<file path="src/rtl/nla_pkg.sv">
// nla_pkg: shared types and constants of the nearest landmark association block
// holds transaction structs, status codes, table entry layout and scan state type
// no dependencies
package nla_pkg;

  localparam int unsigned MaxLandmarks = 64;
  localparam int unsigned IdxW         = $clog2(MaxLandmarks);
  localparam int unsigned CntW         = $clog2(MaxLandmarks + 1);
  localparam int unsigned CoordW       = 24;
  localparam int unsigned IdentW       = 16;
  localparam int unsigned DiffW        = CoordW + 1;
  localparam int unsigned DistW        = 50;

  localparam logic [1:0] OP_LOAD  = 2'd0;
  localparam logic [1:0] OP_ASSOC = 2'd1;
  localparam logic [1:0] OP_CLEAR = 2'd2;

  localparam logic [2:0] STAT_ASSOCIATED = 3'd0;
  localparam logic [2:0] STAT_EMPTY      = 3'd1;
  localparam logic [2:0] STAT_LOADED     = 3'd2;
  localparam logic [2:0] STAT_FULL       = 3'd3;
  localparam logic [2:0] STAT_CLEARED    = 3'd4;

  typedef struct packed {
    logic [1:0]               op;
    logic signed [CoordW-1:0] point_x;
    logic signed [CoordW-1:0] point_y;
    logic [IdentW-1:0]        lm_id;
  } in_t;

  typedef struct packed {
    logic [2:0]        status;
    logic [IdentW-1:0] nearest_id;
    logic [DistW-1:0]  nearest_dist_sq;
  } out_t;

  typedef struct packed {
    logic signed [CoordW-1:0] x;
    logic signed [CoordW-1:0] y;
    logic [IdentW-1:0]        ident;
  } entry_t;

  typedef struct packed {
    logic              valid;
    logic [IdentW-1:0] ident;
    logic [DistW-1:0]  dist_sq;
  } dist_res_t;

  typedef enum logic [1:0] {
    S_IDLE,
    S_SCAN,
    S_RESULT
  } state_e;

endpackage

</file>
<file path="src/rtl/nla_dist.sv">
// nla_dist: three-stage squared distance pipeline, difference and magnitude,
// squaring, sum; the entry id rides along with each valid
// depends on nla_pkg
module nla_dist (
  input  logic                             clk_i,
  input  logic                             rst_ni,
  input  logic                             valid_i,
  input  logic signed [nla_pkg::CoordW-1:0] px_i,
  input  logic signed [nla_pkg::CoordW-1:0] py_i,
  input  nla_pkg::entry_t                  entry_i,
  output nla_pkg::dist_res_t               res_o,
  output logic                             busy_o
);

  logic                             v1_q, v2_q, v3_q;
  logic [nla_pkg::IdentW-1:0]       id1_q, id2_q, id3_q;
  logic signed [nla_pkg::DiffW-1:0] dx, dy;
  logic [nla_pkg::DiffW-1:0]        ax_d, ay_d, ax_q, ay_q;
  logic [nla_pkg::DistW-1:0]        sx_d, sy_d, sx_q, sy_q, sum_q;

  always_comb begin
    dx   = nla_pkg::DiffW'(px_i) - nla_pkg::DiffW'(entry_i.x);
    dy   = nla_pkg::DiffW'(py_i) - nla_pkg::DiffW'(entry_i.y);
    ax_d = dx[nla_pkg::DiffW-1] ? nla_pkg::DiffW'(-dx) : nla_pkg::DiffW'(dx);
    ay_d = dy[nla_pkg::DiffW-1] ? nla_pkg::DiffW'(-dy) : nla_pkg::DiffW'(dy);
    sx_d = ax_q * ax_q;
    sy_d = ay_q * ay_q;
  end

  always_ff @(posedge clk_i or negedge rst_ni) begin
    if (!rst_ni) begin
      v1_q <= 1'b0;
      v2_q <= 1'b0;
      v3_q <= 1'b0;
    end else begin
      v1_q <= valid_i;
      v2_q <= v1_q;
      v3_q <= v2_q;
    end
  end

  always_ff @(posedge clk_i) begin
    ax_q  <= ax_d;
    ay_q  <= ay_d;
    id1_q <= entry_i.ident;
    sx_q  <= sx_d;
    sy_q  <= sy_d;
    id2_q <= id1_q;
    sum_q <= sx_q + sy_q;
    id3_q <= id2_q;
  end

  assign res_o.valid   = v3_q;
  assign res_o.ident   = id3_q;
  assign res_o.dist_sq = sum_q;
  assign busy_o        = v1_q | v2_q | v3_q;

endmodule

</file>
<file path="config.mk">
export PLATFORM = sky130hd
export DESIGN_NAME = nla_dist
export DESIGN_NICKNAME = d
export VERILOG_FILES = /design/src/rtl/nla_pkg.sv /design/src/rtl/nla_dist.sv
export SDC_FILE = /design/constraint.sdc
export NUM_CORES = 2
export LEC_CHECK = 0
export BUFFER_PORTS_ARGS = -buffer_cell sky130_fd_sc_hd__clkbuf_2
export CAP_MARGIN = 20
export CORE_MARGIN = 2
export CORE_UTILIZATION = 55
export CTS_BUF_LIST = sky130_fd_sc_hd__clkbuf_4
export DETAILED_ROUTE_END_ITERATION = 10
export PLACE_DENSITY = 0.73
export SYNTH_ARGS = -nofsm -noshare
export SYNTH_HDL_FRONTEND = slang
export SYNTH_SLANG_ARGS = --single-unit
</file>
<file path="constraint.sdc">
create_clock -name clk_i -period 13.3 [get_ports clk_i]
set_clock_uncertainty 0.2 [all_clocks]
set_input_delay 1.995 -clock clk_i [delete_from_list [all_inputs] [get_ports clk_i]]
set_output_delay 1.995 -clock clk_i [all_outputs]
set_load 0.01 [all_outputs]
</file>
**Word-level counts from Yosys, hierarchy flattened**

Index checks and enable logic that the tools add are counted.
Widths: inputs -> output; s select.

- Bits in registers: 251
- Bits of input ports: 115
- Logic and storage cells: 24

- Add/sub/neg operators: 5
- Multipliers: 2
- Muxes and demuxes: 2
- Bitwise logic cells: 2

Operators with widths:

| kind | number |
|---|---|
| $mul 25x25->50 | 2 |
| $add 50x50->50 | 1 |
| $neg 25->25 | 2 |
| $sub 24x24->25 | 2 |
| $mux 24 | 2 |
| $or 1x1->1 | 2 |

**Logic depth before layout (Yosys ltp)**

- Word-level depth: 3
- Mapped depth: 30

**Worst setup path after synthesis**

No wires, ideal clock.

- Path kind: register to register
- Start point: reg ax_q[3] (netlist name)
- End point: reg sx_q[43] (netlist name)
- Library setup time: 83 ps
- Data arrival time: 7105 ps
- Required time: 13017 ps
- Setup slack: 5913 ps
- Cell stages (with the launch flop): 29
- Cell sequence: dfxtp_1 clkbuf_1 clkbuf_1 nand2_1 fa_1 inv_1 fa_1 inv_1 fa_1 inv_1 fa_1 inv_1 fa_1 inv_1 fa_1 inv_1 fa_1 inv_1 ha_1 nand3_1 nor2_1 o41ai_1 o211ai_1 o211ai_1 a21oi_1 o2111ai_1 nand2_1 or4b_2 o221ai_1

- Longest elaborated chain between the ends: 1

RTL lines:

| item | RTL line | text |
|---|---|---|
| start: declaration | nla_dist.sv:18 | `logic [nla_pkg::DiffW-1:0] ax_d, ay_d, ax_q, ay_q;` |
| start signal: assignment | nla_dist.sv:43 | `ax_q <= ax_d;` |
| $mul 25x25->50 | nla_dist.sv:26 | `sx_d = ax_q * ax_q;` |
| via sx_d (one bit) | nla_dist.sv:19 | `logic [nla_pkg::DistW-1:0] sx_d, sy_d, sx_q, sy_q, sum_q;` |
| end signal: assignment | nla_dist.sv:46 | `sx_q <= sx_d;` |
| end: declaration | nla_dist.sv:19 |  |

The timed path passes the listed nets, and every way through them passes these cells.
A chain may end at the register's enable or synchronous reset.

**Worst setup path after layout**

- Start point: reg ay_q[3] (netlist name)
- End point: reg sy_q[49] (netlist name)

- Longest elaborated chain between the ends: 1

RTL lines:

| item | RTL line | text |
|---|---|---|
| start: declaration | nla_dist.sv:18 |  |
| start signal: assignment | nla_dist.sv:44 | `ay_q <= ay_d;` |
| $mul 25x25->50 | nla_dist.sv:27 | `sy_d = ay_q * ay_q;` |
| via sy_d (one bit) | nla_dist.sv:19 |  |
| end signal: assignment | nla_dist.sv:47 | `sy_q <= sy_d;` |
| end: declaration | nla_dist.sv:19 |  |

The timed path passes the listed nets, and every way through them passes these cells.

==> reports/metrics.yaml <==
clock_network:
  htreeDepth: 3
  post_cts_buffers: 0
  cts_buffer_depth: 3
  clk_latency_ps: 820
  root_buffer: "clkbuf_4"
  holdBufCountCts: 0
  numCtsBuffers: 70
  cts_resized: 0
  cts_tree: "yes"
  clk_pin_slew_ps: 70
  clock-sinks: 249
yosys:
  synthTopCellsByArea: "fa_1 40%, ha_1 13%, inv_1 12%, dfxtp_1 11%, nand2_1 3.3%"
  synth_top_cell_by_area: "fa_1"
  synth_seq_cells: 249
  synth_cell_types: 84
  netlist_instances: 5095
  yosysWarnings: 0
  synth_top_area_share_pct: 40.17
  synth_seq_area_share_pct: 10.74
  synth_enable_flop_cells: 0
  syn-num-nets: 6616
  syn_avg_cell_area_um2: 9.135
  synth_ff_type: "dfxtp_1"
  async_flop_share_pct: 1.205
  syn_area_um2: 46540
final_layout:
  seq_area_um2: 5000
  drive_gt1_share_pct: 6.717
  final_common_cell: "inv_1"
  syn2layout_area_growth_pct: 6.309
  nets: 6758
  fill_cells: 7235
  layout_common_cells: "1428 x inv_1, 934 x fa_1, 472 x ha_1, 412 x nand2_1, 246 x dfxtp_1"
  multi_input_area_um2: 35630
placement:
  place_congestion: 0.9067
  hpwl_um: 83950
  port_buffers: 182
detailed_routing:
  top_layer: "met5"
  wl_met3_um: 5481
  via_per_inst: 5.205
  drt_pass1_iterations: 8
  wirelength_um: 101500
  ant_nets: 0
  wl_per_cell_um: 15.81
  drc_errors: 0
  route.met2.wl_um: 49760
  drt_iter0_drc: 1658
  vias: 33410
  wl_met1_um: 42810
worst_setup_path:
  cp_top_family: "adder cells"
  max_stage_delay_ps: 1070
  r2r-end: "sy_q[49]"
  cp-start-kind: "register"
  crit_buf_inv: 5
  worst-path-max-fanout: 23
  path_common_cell: "fa_1"
  cp_slowest_cell: "dfxtp_1"
  timing.rr.start: "ay_q[3]"
  r2r_slack_ps: 4860
  crit_path_end_kind: "register"
  path_cells: "nand2_1 > fa_1 > inv_1 > fa_1 > inv_1 > fa_1 > fa_1 > inv_1 > fa_1 > fa_1 > inv_1 > fa_1 > inv_1 > ha_1 > a21o_1 > a211o_1 > a2111oi_0 > nor4b_1 > nor2_1 > nand2_1 > a211oi_1 > o21a_1 > o211ai_1"
  ff2ff_path_depth: 23
  worst_ep_arrival_time_ps: 8920
  path_class: "reg2reg"
  worstPathRequired_ps: 13780
worst_hold_path:
  holdPathStages: 0
  hold_path_class: "reg2reg"
  min_from: "id1_q[0]"
  holdPathEnd: "id2_q[0]"
timing:
  timing.setup.tns_ps: 0
  drv_slew: 0
  setup_viol: 0
  rsz0062_at_grt: "false"
  fin_crit_sh_pct: 63.49
  finalCriticalPeriod_ps: 8444
  hold_viol_final: 0
  relSlewSlack_pct: 16.46
  max_freq_mhz: 118.4
  worstMarginPinSlew_ps: 1237
global_route:
  grt_first_pass_wirelength_um: 172200
  grt_pass1_vias: 36020
  grt_max_degree: 29
  grt_overflow: 0
  grt_usage_pct: 24.80
  grt_antenna_before_repair: 4
flow_run:
  max_cap_viol_count: 0
status:
  status: "complete, no violations"
floorplan:
  die_area_um2: 86970
  fp-row-count: 106
  io_pins: 183
  dieWidth_um: 294.9
  core_um2: 83690
  start_util_pct: 55.61
  die-height_um: 294.9
## cell usage after synthesis, drive strengths merged (23+ instances only)
cell type  count
nor2b         27
o21bai        23
fa           934
xnor2        151
o21ai        116
xor2          80
nor2         164
a21o         116
o21a          28
nor3          29
a31oi         25
dfxtp        246
a21oi        149
nand3         52
a211oi        24
nand2        412
ha           472
inv         1428
clkbuf       139
nand2b        24
and2         245
## worst register-to-register path, stage by stage (launching register included)
cell and delay, ps:
dfxtp_1 1070, nand2_1 310, fa_1 620, inv_1 60, fa_1 530, inv_1 50, fa_1 460, fa_1 540
inv_1 50, fa_1 530, fa_1 500, inv_1 50, fa_1 470, inv_1 40, ha_1 360, a21o_1 210
a211o_1 300, a2111oi_0 500, nor4b_1 170, nor2_1 310, nand2_1 170, a211oi_1 530, o21a_1 240, o211ai_1 100
## metrics by stage
stage,cell area [um^2],hold slack [ps],cells,utilization [%],setup slack (ps)
after floorplan,46540,109.6,5095,-,5913
after global placement,48560,109.7,6298,58.03,5163
after detailed placement,48560,112.1,6298,58.03,4992
after CTS,49460,77.77,6418,59.10,4984
after global routing,49480,96.69,6420,59.12,4307
final,49480,75.37,6420,59.12,4856
## flip-flops by register name, summed over array words and instances (netlist names)
name	flops
ax_q	25
ay_q	25
id1_q	16
id2_q	16
id3_q	16
sum_q	50
sx_q	49
sy_q	49
v1_q	1
v2_q	1
v3_q	1
## per-layer routing
metal / vias up / track usage [%]
met1: 16710 / 32.48
met3: 209 / 3.137
met5: - / 0
li1: 15630 / -
met2: 871 / 42.45
met4: 2 / 8.686
## cell type report
| class | count | share of cell area, % |
|---|---|---|
| timing repair buffer | 215 | 2.357 |
| inverter | 1428 | 10.83 |
| multi-input combinational | 3273 | 72.01 |
| tap | 1134 | 2.868 |
| sequential | 249 | 10.10 |
| clock inverter | 24 | 0.3616 |
| clock buffer | 96 | 1.457 |
| antenna | 1 | 0.005058 |
## worst max path at each step
stage | from | depth (start not counted) | endpoint | slack (ps)
detailed placement | ay_q[3] | 25 | sy_q[49] | 4990
floorplan | ax_q[3] | 28 | sx_q[43] | 5910
CTS | ax_q[2] | 24 | sx_q[43] | 4980
global route | ax_q[3] | 24 | sx_q[34] | 4310
global placement | ay_q[3] | 24 | sy_q[49] | 5160
finish | ay_q[3] | 23 | sy_q[49] | 4860
## cells by family (layout without fill, tap and decap cells)
logic type / after synthesis / after routing / share of synthesized area, %
buffers and inverters: 1573 / 1763 / 12.70
adders and majority gates: 1406 / 1406 / 52.86
and+or+nand+nor: 1054 / 1054 / 11.05
AOI/OAI and AO/OA: 575 / 575 / 8.119
DFF: 249 / 249 / 10.74
xor gates and xnor gates: 231 / 231 / 4.363
muxes: 7 / 7 / 0.1613
other: 0 / 1 / 0
Power is left out: the tool's default activity adds up to more than one toggle a clock period on the data nets, which glitch-free logic cannot reach.
